**config.mk**
```make
export PLATFORM = sky130hd
export DESIGN_NAME = qpht_probe
export DESIGN_NICKNAME = d
export VERILOG_FILES = /design/src/qpht_pkg.sv /design/src/qpht_probe.sv
export SDC_FILE = /design/constraint.sdc
export NUM_CORES = 1
export LEC_CHECK = 0
export ABC_AREA = 1
export BUFFER_PORTS_ARGS = -buffer_cell sky130_fd_sc_hd__buf_4
export CORE_MARGIN = 2
export CORE_UTILIZATION = 54
export CTS_CLUSTER_DIAMETER = 60
export DETAILED_ROUTE_END_ITERATION = 7
export PLACE_DENSITY = 0.81
export SYNTH_ARGS = -nofsm -noshare
export SYNTH_HDL_FRONTEND = slang
export SYNTH_SLANG_ARGS = --single-unit
```
**constraint.sdc**
```tcl
create_clock -name clk_i -period 2.6 [get_ports clk_i]
set_input_delay 0.52 -clock clk_i [delete_from_list [all_inputs] [get_ports clk_i]]
set_output_delay 0.52 -clock clk_i [all_outputs]
set_load 0.1 [all_outputs]
```
**src/qpht_pkg.sv**
```systemverilog
// ---------------------------------------------------------------------------
// qpht_pkg
// Shared types and constants of the quadratic probe hash table.
// ---------------------------------------------------------------------------
package qpht_pkg;

  // Table depth is a power of two so that the probe index wraps in SLOT_W bits.
  localparam int SLOT_W     = 7;
  localparam int TABLE_SIZE = 1 << SLOT_W;

  localparam int KEY_W    = 32;
  localparam int VAL_W    = 16;
  localparam int STATUS_W = 2;
  localparam int SLOT_OUT_W = 7;

  typedef logic [SLOT_W-1:0] slot_t;
  typedef logic [KEY_W-1:0]  key_t;
  typedef logic [VAL_W-1:0]  val_t;

  // Request kinds
  localparam logic REQ_INSERT = 1'b0;
  localparam logic REQ_LOOKUP = 1'b1;

  // Result status codes
  localparam logic [STATUS_W-1:0] STS_OK        = 2'd0;
  localparam logic [STATUS_W-1:0] STS_NOT_FOUND = 2'd1;
  localparam logic [STATUS_W-1:0] STS_FULL      = 2'd2;

  typedef enum logic [1:0] {
    S_IDLE,
    S_READ,
    S_PROBE,
    S_RESP
  } state_e;

  typedef struct packed {
    logic  start;
    logic  advance;
    slot_t start_idx;
  } probe_ctrl_t;

  typedef struct packed {
    logic  en;
    slot_t addr;
    key_t  key;
    val_t  value;
  } store_wr_t;

endpackage

```
**src/qpht_probe.sv**
```systemverilog
// ---------------------------------------------------------------------------
// qpht_probe
// Probe index walker: steps idx by 1, 3, 5, ... mod size.
// ---------------------------------------------------------------------------
module qpht_probe (
  input  logic                 clk_i,
  input  logic                 rst_ni,
  input  qpht_pkg::probe_ctrl_t ctrl_i,
  output qpht_pkg::slot_t      idx_o,
  output qpht_pkg::slot_t      rd_addr_o,
  output logic                 last_o
);

  qpht_pkg::slot_t idx_q, idx_d;
  qpht_pkg::slot_t step_q, step_d;
  qpht_pkg::slot_t cnt_q, cnt_d;
  qpht_pkg::slot_t next_idx;

  // i*i - (i-1)*(i-1) = 2i-1, so the sequence is a running sum of odd steps
  assign next_idx = idx_q + step_q;

  always_comb begin
    idx_d  = idx_q;
    step_d = step_q;
    cnt_d  = cnt_q;
    if (ctrl_i.start) begin
      idx_d  = ctrl_i.start_idx;
      step_d = qpht_pkg::SLOT_W'(1);
      cnt_d  = '0;
    end else if (ctrl_i.advance) begin
      idx_d  = next_idx;
      step_d = step_q + qpht_pkg::SLOT_W'(2);
      cnt_d  = cnt_q + qpht_pkg::SLOT_W'(1);
    end
  end

  always_ff @(posedge clk_i or negedge rst_ni) begin
    if (!rst_ni) begin
      idx_q  <= '0;
      step_q <= '0;
      cnt_q  <= '0;
    end else begin
      idx_q  <= idx_d;
      step_q <= step_d;
      cnt_q  <= cnt_d;
    end
  end

  assign idx_o     = idx_q;
  assign rd_addr_o = ctrl_i.advance ? next_idx : idx_q;
  assign last_o    = (cnt_q == qpht_pkg::SLOT_W'(qpht_pkg::TABLE_SIZE - 1));

  a_start_clears: assert property (@(posedge clk_i) disable iff (!rst_ni)
    ctrl_i.start |=> (cnt_q == '0) && (step_q == qpht_pkg::SLOT_W'(1)))
    else $error("probe start did not reset count and step");

  a_advance_counts: assert property (@(posedge clk_i) disable iff (!rst_ni)
    (ctrl_i.advance && !ctrl_i.start) |=>
      (cnt_q == $past(cnt_q) + qpht_pkg::SLOT_W'(1)) && (idx_q == $past(next_idx)))
    else $error("probe advance did not step index and count");

  a_odd_step: assert property (@(posedge clk_i) disable iff (!rst_ni)
    $past(ctrl_i.start) |-> step_q[0])
    else $error("probe step lost its odd phase");

endmodule

```
Word level (Yosys, flattened, before mapping)
Index checks and enable logic that the tools add are counted.
{"block": "totals", "reg_bits": 21, "input_bits": 11, "out_inout_bits": 15, "elab_cells": 14}
{"block": "op_classes", "add_sub_neg": 3, "n_eq_ne": 1, "muxes": 6, "reduce_logical": 1}
{"op": "7-bit two-way mux", "n": 6}
{"op": "7-bit by 1-bit adder with 7-bit output (second input constant)", "n": 1}
{"op": "7-bit by 2-bit adder with 7-bit output (second input constant)", "n": 1}
{"op": "7-bit adder", "n": 1}
{"op": "7-bit equality test (second input constant)", "n": 1}
{"op": "2-bit nonzero test", "n": 1}

Longest topological paths before layout
Gate-level depths: netlist of run 1.
{"block": "logic_depth", "ltp_word": 3, "mapped_depth": 10, "mapped_depth_nobuf": 10}

Least setup slack after synthesis of run 1
No wires, ideal clock.
{"block": "synth_path", "path_kind": "reg-to-output", "startpoint": "reg idx_q[2] (netlist: idx_o[2])", "endpoint": "out rd_addr_o[3]", "arrival_time_ns": 3.813, "t_required_ns": 2.080, "slack_ns": -1.733, "stages_incl_launch_ff": 6, "path_buffers": 0, "cell_sequence": "dfrtp_1 ha_1 nand2_1 nand3_1 xnor2_1 a21boi_0"}
{"block": "synth_via", "elab_chain_cells": 2}
{"element": "from (decl)", "line": "qpht_probe.sv:14", "text": "qpht_pkg::slot_t idx_q, idx_d;"}
{"element": "from (signal assigned)", "line": "qpht_probe.sv:43", "text": "idx_q <= idx_d;"}
{"element": "7-bit adder", "line": "qpht_probe.sv:20", "text": "assign next_idx = idx_q + step_q;"}
{"element": "7-bit two-way mux"}
{"element": "to (decl)", "line": "qpht_probe.sv:10", "text": "output qpht_pkg::slot_t rd_addr_o,"}
No other way between the ends.

Worst setup path after layout of run 1
{"block": "layout_path", "startpoint": "reg idx_q[0] (netlist: idx_o[0])", "endpoint": "out rd_addr_o[6]"}
The elaborated chain is that of the path after synthesis.

==> flow_summary.ini, run 1 <==
[worst_setup_path]
cp-start-kind = flip-flop
rr_endpoint = idx_o[4]$_DFF_PN0_
crit_slowest_cell = dfrtp_4
r2r_setup_slack_ns = 0.80
cp.required_ns = 2.08
worst-path-max-fanout = 3
max_stage_delay_ns = 0.51
reg2reg_depth = 9
r2r_start = idx_o[0]$_DFF_PN0_
cp_cell_sequence = ha_4 -> fa_2 -> nand2_2 -> nand2_2 -> nand3_2 -> nand2_1 -> nand2_1 -> nand3_1 -> and2_4 -> buf_12
end_kind = output port
arrival_ns = 2.07
critPathKind = reg2out
startpoint = idx_o[0]$_DFF_PN0_

[detailed_routing]
ant_nets = 0
vias_per_cell = 5.41
first_pass_iters = 4
num_vias = 1223
drt_iter0_drc = 24
drc = 0
wirelength_um = 3030
avgRoutedWirePerCell_um = 13.4

[floorplanning]
core_um2 = 2250
num_io_pins = 26
die_h_um = 53.2
start_util_pct = 57.9
die_area_um2 = 2830
fp-row-count = 17
die_w_um = 53.2

[final_layout]
stdcell_count = 226
num_antenna_cells = 0
drive_gt1_share_pct = 28.8
post-route-util_pct = 73.9
num-nets-final = 219
areaGrowthSynthToFinish_pct = 27.6

[global_routing]
antenna_found_initial = 0
grt_pass1_vias = 1143
grt_util_met3_pct = 3.39
grt_pass1_wl_um = 4680
grt-ovfl-total = 0
grt_usage_pct = 23.0
top_usage_layer = met2
met1_usage_pct = 26.5
grt_max_degree = 25
use_met2_pct = 43.3

[pwr]
p_leak_nw = 0.820
finalPower_w = 0.00104
vdd_ir_drop_max_v = 0.000483
powerDensity_nw_per_um2 = 624
p_int_w = 0.000554
power_frac_comb_pct = 48.5
p_switching_w = 0.000485
seqPwrFrac_pct = 35.8
power.share.clock_pct = 15.7
switching_share_pct = 46.7

[yosys]
netlist_instances = 170
synth-seq-cells = 21
synthMuxAreaShare_pct = 0
synth-compound-area-share_pct = 9.97
syn_area_um2 = 1310
synthAdderAreaFrac_pct = 9.20
syn_avg_cell_area_um2 = 7.68
yosysWarnings = 0
yosys.area_share.simple_pct = 32.1
syn-num-nets = 190
ys_seq_area_share_pct = 40.3
synth_top_family_by_area = simple AND/OR/NAND/NOR gates
synth_cell_types = 28
synth-async-reset-ratio_pct = 100
synth_edf_count = 0
synthFlopType = dfrtp_1
synth-xor-area-share_pct = 1.34

[placement]
portBuffers = 25
dp_worst_setup_slack_ns = 0.180
placedCellCount = 218
dp_hpwl_um = 2180
gp_congestion = 0.830

[timing]
slew-limit-headroom_pct = 59.5
fmax_mhz = 386
skew_ns = 0.00468
fin_crit_ns = 2.59
finalSetupViolCount = 0
tightest_slew_ns = 0.607
fin_ws_ns = 0.0109
drv_slew = 0
hold_viol = 0
tns_ns = 0
period_share_pct = 99.6
rsz0062_at_grt = yes

[clock_tree]
cts_made_buffers = 3
cts_sinks = 21
ctsHtreeMaxLevel = 1
cts.path.max_buffers = 2
root_buffer = clkbuf_4
clkLatencyLatePin_ns = 0.31
holdBufCountCts = 0
clkSlewWorstSetupHoldPaths_ns = 0.12
cts_tree = done

[worst_hold_path]
hp-class = in2async

[status]
status = finished clean

[run]
max_cap_viol_count = 0
cells in the mapped netlist, types with 2 or more instances:
| cell | number | area, um^2 |
|---|---|---|
| a21oi_1 | 10 | 50.1 |
| a31oi_1 | 2 | 12.5 |
| and2_1 | 2 | 12.5 |
| buf_2 | 2 | 10.0 |
| buf_6 | 2 | 22.5 |
| dfrtp_1 | 21 | 526 |
| ha_1 | 8 | 100 |
| inv_1 | 14 | 52.6 |
| nand2_1 | 47 | 176 |
| nand3_1 | 18 | 90.1 |
| nor2_1 | 18 | 67.6 |
| o21ai_0 | 4 | 20.0 |
| o21ai_1 | 3 | 15.0 |
| or2_1 | 2 | 12.5 |
| or2_2 | 3 | 18.8 |
| xnor2_1 | 2 | 17.5 |
worst max-delay path: cells and delay by family (launching register included):
kind	cells	cell delay [ns]
adder cells (fa/ha/maj)	2	0.53
flip-flops	1	0.51
buffers and inverters	1	0.16
AND/OR/NAND/NOR	7	0.57
power groups by stage:
stage	Sequential, W	Clock (W)	Combinational, W
floorplan	0.000467	0	0.000273
global placement	0.000374	0	0.000451
detailed placement	0.000376	0	0.000459
CTS	0.000369	0.000167	0.000489
global route	0.000374	0.000180	0.000532
finish	0.000372	0.000163	0.000504
through the flow:
| stage | cell area [um^2] | hold slack (ns) |
|---|---|---|
| finish | 1670 | 0.0618 |
| CTS | 1620 | 0.0738 |
| detailed placement | 1540 | 0.422 |
| global placement | 1540 | 0.417 |
| global route | 1670 | 0.0728 |
| floorplan | 1350 | 0.224 |
cell families after synthesis:
group | count (synthesis)
and+or+nand+nor | 96
AOI/OAI and AO/OA | 23
DFF | 21
buffers and inverters | 19
adders and majority gates | 9
xor gates and xnor gates | 2
sequential cells by signal, indices dropped and copies added, names as in the netlist:
name / cells
cnt_q: 7
idx_o: 7
step_q: 7
worst max-delay path by stage:
stage,cells after the start,slack (ns),to
6_report,10,0.01,rd_addr_o[6]
3_3_place_gp,9,0.22,rd_addr_o[6]
3_5_place_dp,9,0.18,rd_addr_o[6]
4_1_cts,10,0.007,rd_addr_o[6]
5_1_grt,9,-0.09,rd_addr_o[4]
2_1_floorplan,5,-0.19,rd_addr_o[3]
layer usage:
layer,routed length [um],share of wire [%]
met2,1560,52
met1,1330,44
met4,38,1.3
met5,0,0
met3,96,3.2
what timing repair did:
item	4_1_cts	5_1_grt
gates resized for setup	10	6
buffers inserted	3	1
pin swaps	0	0
endpoints found under the setup margin	3	3
area by class of cell:
| cell class | instances | area [um^2] |
|---|---|---|
| Sequential cell | 21 | 534 |
| Fill cell | 162 | 589 |
| Tap cell | 28 | 35.0 |
| Inverter | 14 | 56.3 |
| Clock buffer | 4 | 26.3 |
| Timing Repair Buffer | 29 | 255 |
| Multi-Input combinational cell | 130 | 758 |
cells in the final DEF, fill, tap and decap left out, types with 4 or more instances in the layout:
cell,instances
a21oi_1,10
buf_4,26
dfrtp_1,16
dfrtp_2,4
ha_1,4
inv_1,13
nand2_1,45
nand3_1,18
nor2_1,18
o21ai_0,4
(Power assumes the default switching activity.)
==> inputs of run 2 (changes only) <==
PLACE_DENSITY = 0.78   (was 0.81)
==> flow_summary.ini, run 2 (synthesis gave the netlist of run 1 again) <==
[status]
status = finished clean

[clock_tree]
cts_sinks = 21
root_buffer = clkbuf_4
ctsHtreeMaxLevel = 1
clkSlewWorstSetupHoldPaths_ns = 0.11
cts_made_buffers = 3
clkLatencyLatePin_ns = 0.31
cts.path.max_buffers = 2
cts_tree = done
holdBufCountCts = 0

[final_layout]
num-nets-final = 219
stdcell_count = 226
mostFrequentLayoutCells = 45 x nand2_1, 26 x buf_4, 18 x nor2_1
areaGrowthSynthToFinish_pct = 29.1
fillers = 160
final_common_cell = nand2_1
drive_gt1_share_pct = 30.8
num_antenna_cells = 0

[detailed_routing]
avgRoutedWirePerCell_um = 13.0
ant_nets = 0
drc = 0
vias_per_cell = 5.50
first_pass_iters = 4
num_vias = 1244
wirelength_um = 2950
drt_iter0_drc = 27

[timing]
slew-limit-headroom_pct = 58.7
finalSetupViolCount = 0
tightest_slew_ns = 0.619
fin_ws_ns = 0.00320
fmax_mhz = 385
fin_crit_ns = 2.60
period_share_pct = 99.9
skew_ns = 0.00274
hold_viol = 0
drv_slew = 0
tns_ns = 0
rsz0062_at_grt = yes

[worst_setup_path]
cpLargestDelayFamily = adder cells
r2r_start = idx_o[0]$_DFF_PN0_
cp.depth = 9
cp-start-kind = flip-flop
max_stage_delay_ns = 0.51
crit_end = rd_addr_o[4]
arrival_ns = 2.08
rr_endpoint = idx_o[4]$_DFF_PN0_
cpMostUsedCell = nand2_2
reg2reg_depth = 9
crit_buf_inv = 2
cp.required_ns = 2.08
r2r_setup_slack_ns = 0.79
critPathKind = reg2out
crit_slowest_cell = dfrtp_4
worst-path-max-fanout = 3
cp_cell_sequence = ha_4 -> fa_2 -> nand2_2 -> nand2_2 -> nand3_1 -> nand3_2 -> o21ai_4 -> clkinvlp_4 -> buf_12
startpoint = idx_o[0]$_DFF_PN0_
end_kind = output port

[pwr]
vdd_ir_drop_max_v = 0.000451
finalPower_w = 0.00104
powerDensity_nw_per_um2 = 616
p_leak_nw = 0.829

[global_routing]
grt_max_degree = 25
grt_pass1_wl_um = 4640
grt_pass1_vias = 1119
antenna_found_initial = 0
grt-ovfl-total = 0
grt_usage_pct = 22.9

[placement]
dp_hpwl_um = 2120
gp_congestion = 0.765
dp_worst_setup_slack_ns = 0.202
portBuffers = 25
placedCellCount = 218

[floorplanning]
die_h_um = 53.2
die_w_um = 53.2
core_um2 = 2250
fp-row-count = 17
start_util_pct = 57.9
num_io_pins = 26
die_area_um2 = 2830

[run]
max_cap_viol_count = 0

[worst_hold_path]
hp-class = in2async
-- run 2: cell count changes in the layout (fill, tap and decap cells not counted) --
cell | before | now
o21ai_2 | 1 | 0
buf_8 | 0 | 1
nand3_1 | 18 | 15
clkbuf_1 | 1 | 0
o21ai_4 | 1 | 2
clkinv_2 | 0 | 1
buf_12 | 3 | 2
nand3_2 | 1 | 4
-- run 2: report_power, final --
group          internal, W  leakage [nW]  switching (W)
clock network    0.0000576        0.0177       0.000103
logic             0.000147         0.546       0.000358
registers         0.000347         0.265      0.0000241
-- run 2: layer usage --
metal / GRT usage, % / share of wire (%) / up-vias
li1: - / - / 612
met1: 25.9 / 42 / 596
met2: 41.7 / 53 / 31
met3: 3.39 / 4.1 / 5
met4: 11.1 / 1.4 / 0
met5: 0 / 0 / -
-- run 2: area by class of cell --
| type | count | area, um^2 | area share, % |
|---|---|---|---|
| multi-input cells | 130 | 781 | 46.4 |
| flip-flops and latches | 21 | 534 | 31.7 |
| repair buffers | 29 | 250 | 14.9 |
| inverters | 14 | 56.3 | 3.34 |
| well taps | 28 | 35.0 | 2.08 |
| clock buffers | 3 | 22.5 | 1.34 |
| clock inverters | 1 | 5.00 | 0.297 |
-- run 2: how the worst min path moves through the flow --
stage,slack [ns],from,end,depth (start not counted)
2_1_floorplan,0.22,rst_ni,cnt_q[0]$_DFFE_PN0N_,0
3_3_place_gp,0.42,rst_ni,cnt_q[4]$_DFFE_PN0N_,1
3_5_place_dp,0.42,rst_ni,cnt_q[3]$_DFFE_PN0N_,1
4_1_cts,0.07,rst_ni,cnt_q[3]$_DFFE_PN0N_,1
5_1_grt,0.07,rst_ni,cnt_q[3]$_DFFE_PN0N_,1
6_report,0.06,rst_ni,cnt_q[3]$_DFFE_PN0N_,1
-- run 2: through the flow --
stage / utilization, % / cell area, um^2 / hold WS (ns)
5_1_grt: 74.7 / 1680 / 0.0665
3_3_place_gp: 68.1 / 1540 / 0.417
2_1_floorplan: - / 1350 / 0.224
4_1_cts: 70.8 / 1600 / 0.0687
3_5_place_dp: 68.1 / 1540 / 0.420
6_report: 74.7 / 1680 / 0.0641
-- run 2: repair_timing --
item                                    4_1_cts  5_1_grt
pin swaps                                     0        1
setup buffers                                 1        3
gates resized for setup                       7       11
endpoints found under the setup margin        3        3
-- run 2: worst register-to-register path: stages (launching register included) --
cell	delay, ns
dfrtp_4	0.51
ha_4	0.17
fa_2	0.35
buf_4	0.14
nand3_1	0.07
nand3_2	0.09
nand3_2	0.10
o21ai_4	0.07
buf_4	0.14
o21ai_1	0.10
==> inputs of run 3 (changes only) <==
--- a/config.mk
+++ b/config.mk
@@ -8,9 +8,10 @@
 export ABC_AREA = 1
 export BUFFER_PORTS_ARGS = -buffer_cell sky130_fd_sc_hd__buf_4
+export CAP_MARGIN = 10
 export CORE_MARGIN = 2
-export CORE_UTILIZATION = 54
+export CORE_UTILIZATION = 58
 export CTS_CLUSTER_DIAMETER = 60
 export DETAILED_ROUTE_END_ITERATION = 7
-export PLACE_DENSITY = 0.78
+export PLACE_DENSITY = 0.83
 export SYNTH_ARGS = -nofsm -noshare
 export SYNTH_HDL_FRONTEND = slang
==> constraint.sdc (replaced) <==
create_clock -name clk_i -period 3.1 [get_ports clk_i]
set_input_delay 0.31 -clock clk_i [delete_from_list [all_inputs] [get_ports clk_i]]
set_output_delay 0.31 -clock clk_i [all_outputs]
set_load 0.1 [all_outputs]
==> flow_summary.ini, run 3 (synthesis gave the netlist of run 1 again) <==
[worst_setup_path]
rr_endpoint = idx_o[4]$_DFF_PN0_
reg2reg_depth = 8
critPathKind = reg2out
worst-path-max-fanout = 3
arrival_ns = 2.23
startpoint = idx_o[0]$_DFF_PN0_
r2r_setup_slack_ns = 1.29
end_kind = output port
r2r_start = idx_o[0]$_DFF_PN0_
cp-start-kind = flip-flop
cp.required_ns = 2.79

[timing]
finalSetupViolCount = 0
tns_ns = 0
drv_slew = 0
slew-limit-headroom_pct = 59.3
rsz0062_at_grt = no
skew_ns = 0.00565
fin_crit_ns = 2.54
fmax_mhz = 394
hold_viol = 0
period_share_pct = 81.8
tightest_slew_ns = 0.609

[global_routing]
grt_pass1_wl_um = 4950
grt-ovfl-total = 0
antenna_found_initial = 0
grt_pass1_vias = 1165
grt_usage_pct = 25.4
grt_max_degree = 25

[detailed_routing]
drt_iter0_drc = 15
vias_per_cell = 5.46
num_vias = 1218
avgRoutedWirePerCell_um = 12.4
drc = 0
ant_nets = 0
first_pass_iters = 4
wirelength_um = 2760

[placement]
placedCellCount = 218
gp_congestion = 0.859
dp_hpwl_um = 2060
portBuffers = 25

[pwr]
p_leak_nw = 0.802
vdd_ir_drop_max_v = 0.000351
powerDensity_nw_per_um2 = 533

[final_layout]
mostFrequentLayoutCells = 47 x nand2_1, 25 x buf_4, 21 x dfrtp_1
stdcell_count = 223
num_antenna_cells = 0
num-nets-final = 216
final_common_cell = nand2_1
areaGrowthSynthToFinish_pct = 17.2
fillers = 188
drive_gt1_share_pct = 19.0

[run]
max_cap_viol_count = 0

[worst_hold_path]
hold_end = idx_o[2]$_DFF_PN0_
hold_start = ctrl_i[2]
hold_path_depth = 3
hp-class = in2reg

[clock_tree]
cts_sinks = 21
cts_made_buffers = 3
clkLatencyLatePin_ns = 0.30
root_buffer = clkbuf_4
ctsHtreeMaxLevel = 1
cts_tree = done
postCtsSetupRepairBufs = 0
cts_resized = 0
clkSlewWorstSetupHoldPaths_ns = 0.12
cts.path.max_buffers = 2

[floorplanning]
start_util_pct = 60.1
num_io_pins = 26
core_um2 = 2170
die_w_um = 51.4
die_area_um2 = 2650
fp-row-count = 17
die_h_um = 51.4

[status]
status = finished clean
==> run 3: worst max-delay path, stage by stage, from the launching register on <==
cell and delay (ns):
dfrtp_1 0.43, ha_1 0.25, fa_1 0.42, nand2_1 0.10
nand2_1 0.08, nand3_2 0.07, nand3_1 0.07, nand3_1 0.10
and2_1 0.12, buf_4 0.28
==> run 3: worst max path at each step <==
stage                               to  slack, ns  depth (start not counted)
after detailed placement  rd_addr_o[6]       0.92                          9
after global placement    rd_addr_o[6]       0.97                          9
after floorplan                 last_o      0.003                          3
after global routing      rd_addr_o[6]       0.41                          9
after CTS                 rd_addr_o[6]       0.56                          9
final                     rd_addr_o[6]       0.56                          9
==> run 3: final cells by class <==
cell class,count,area (um^2),area share (%)
inverter,14,52.6,3.44
clock inverter,1,5.00,0.327
tap,28,35.0,2.29
sequential,21,526,34.4
multi-input combinational,130,691,45.2
clock buffer,3,22.5,1.47
timing repair buffer,26,198,12.9
==> run 3: what timing repair did <==
item,in CTS,in global routing
hold buffers,1,0
hold endpoints to repair,21,0
setup endpoints to repair,0,0
==> run 3: routing by layer <==
metal	vias up	wire (um)	part of all wire, %	global-route usage [%]
li1	610	-	-	-
met1	568	1230	45	31.9
met2	36	1370	50	44.7
met3	4	112	4.1	3.51
met4	0	38	1.4	8.33
met5	-	0	0	0
==> run 3: stage by stage <==
step / area (um^2) / hold slack, ns / utilization [%] / total power [W] / setup WS (ns)
after floorplan: 1310 / 0.0144 / - / 0.000608 / 0.00331
after global placement: 1490 / 0.211 / 68.7 / 0.000680 / 0.973
after detailed placement: 1490 / 0.210 / 68.7 / 0.000687 / 0.917
after CTS: 1530 / 0.196 / 70.5 / 0.000819 / 0.564
after global routing: 1530 / 0.186 / 70.5 / 0.000857 / 0.409
final: 1530 / 0.196 / 70.5 / 0.000816 / 0.564
==> run 3: report_power, final <==
part / switching [W] / internal [W] / total (W) / leakage (nW)
Clock: 0.0000838 / 0.0000481 / 0.000132 / 0.0177
Combinational: 0.000289 / 0.0000893 / 0.000378 / 0.515
Sequential: 0.0000164 / 0.000289 / 0.000306 / 0.270
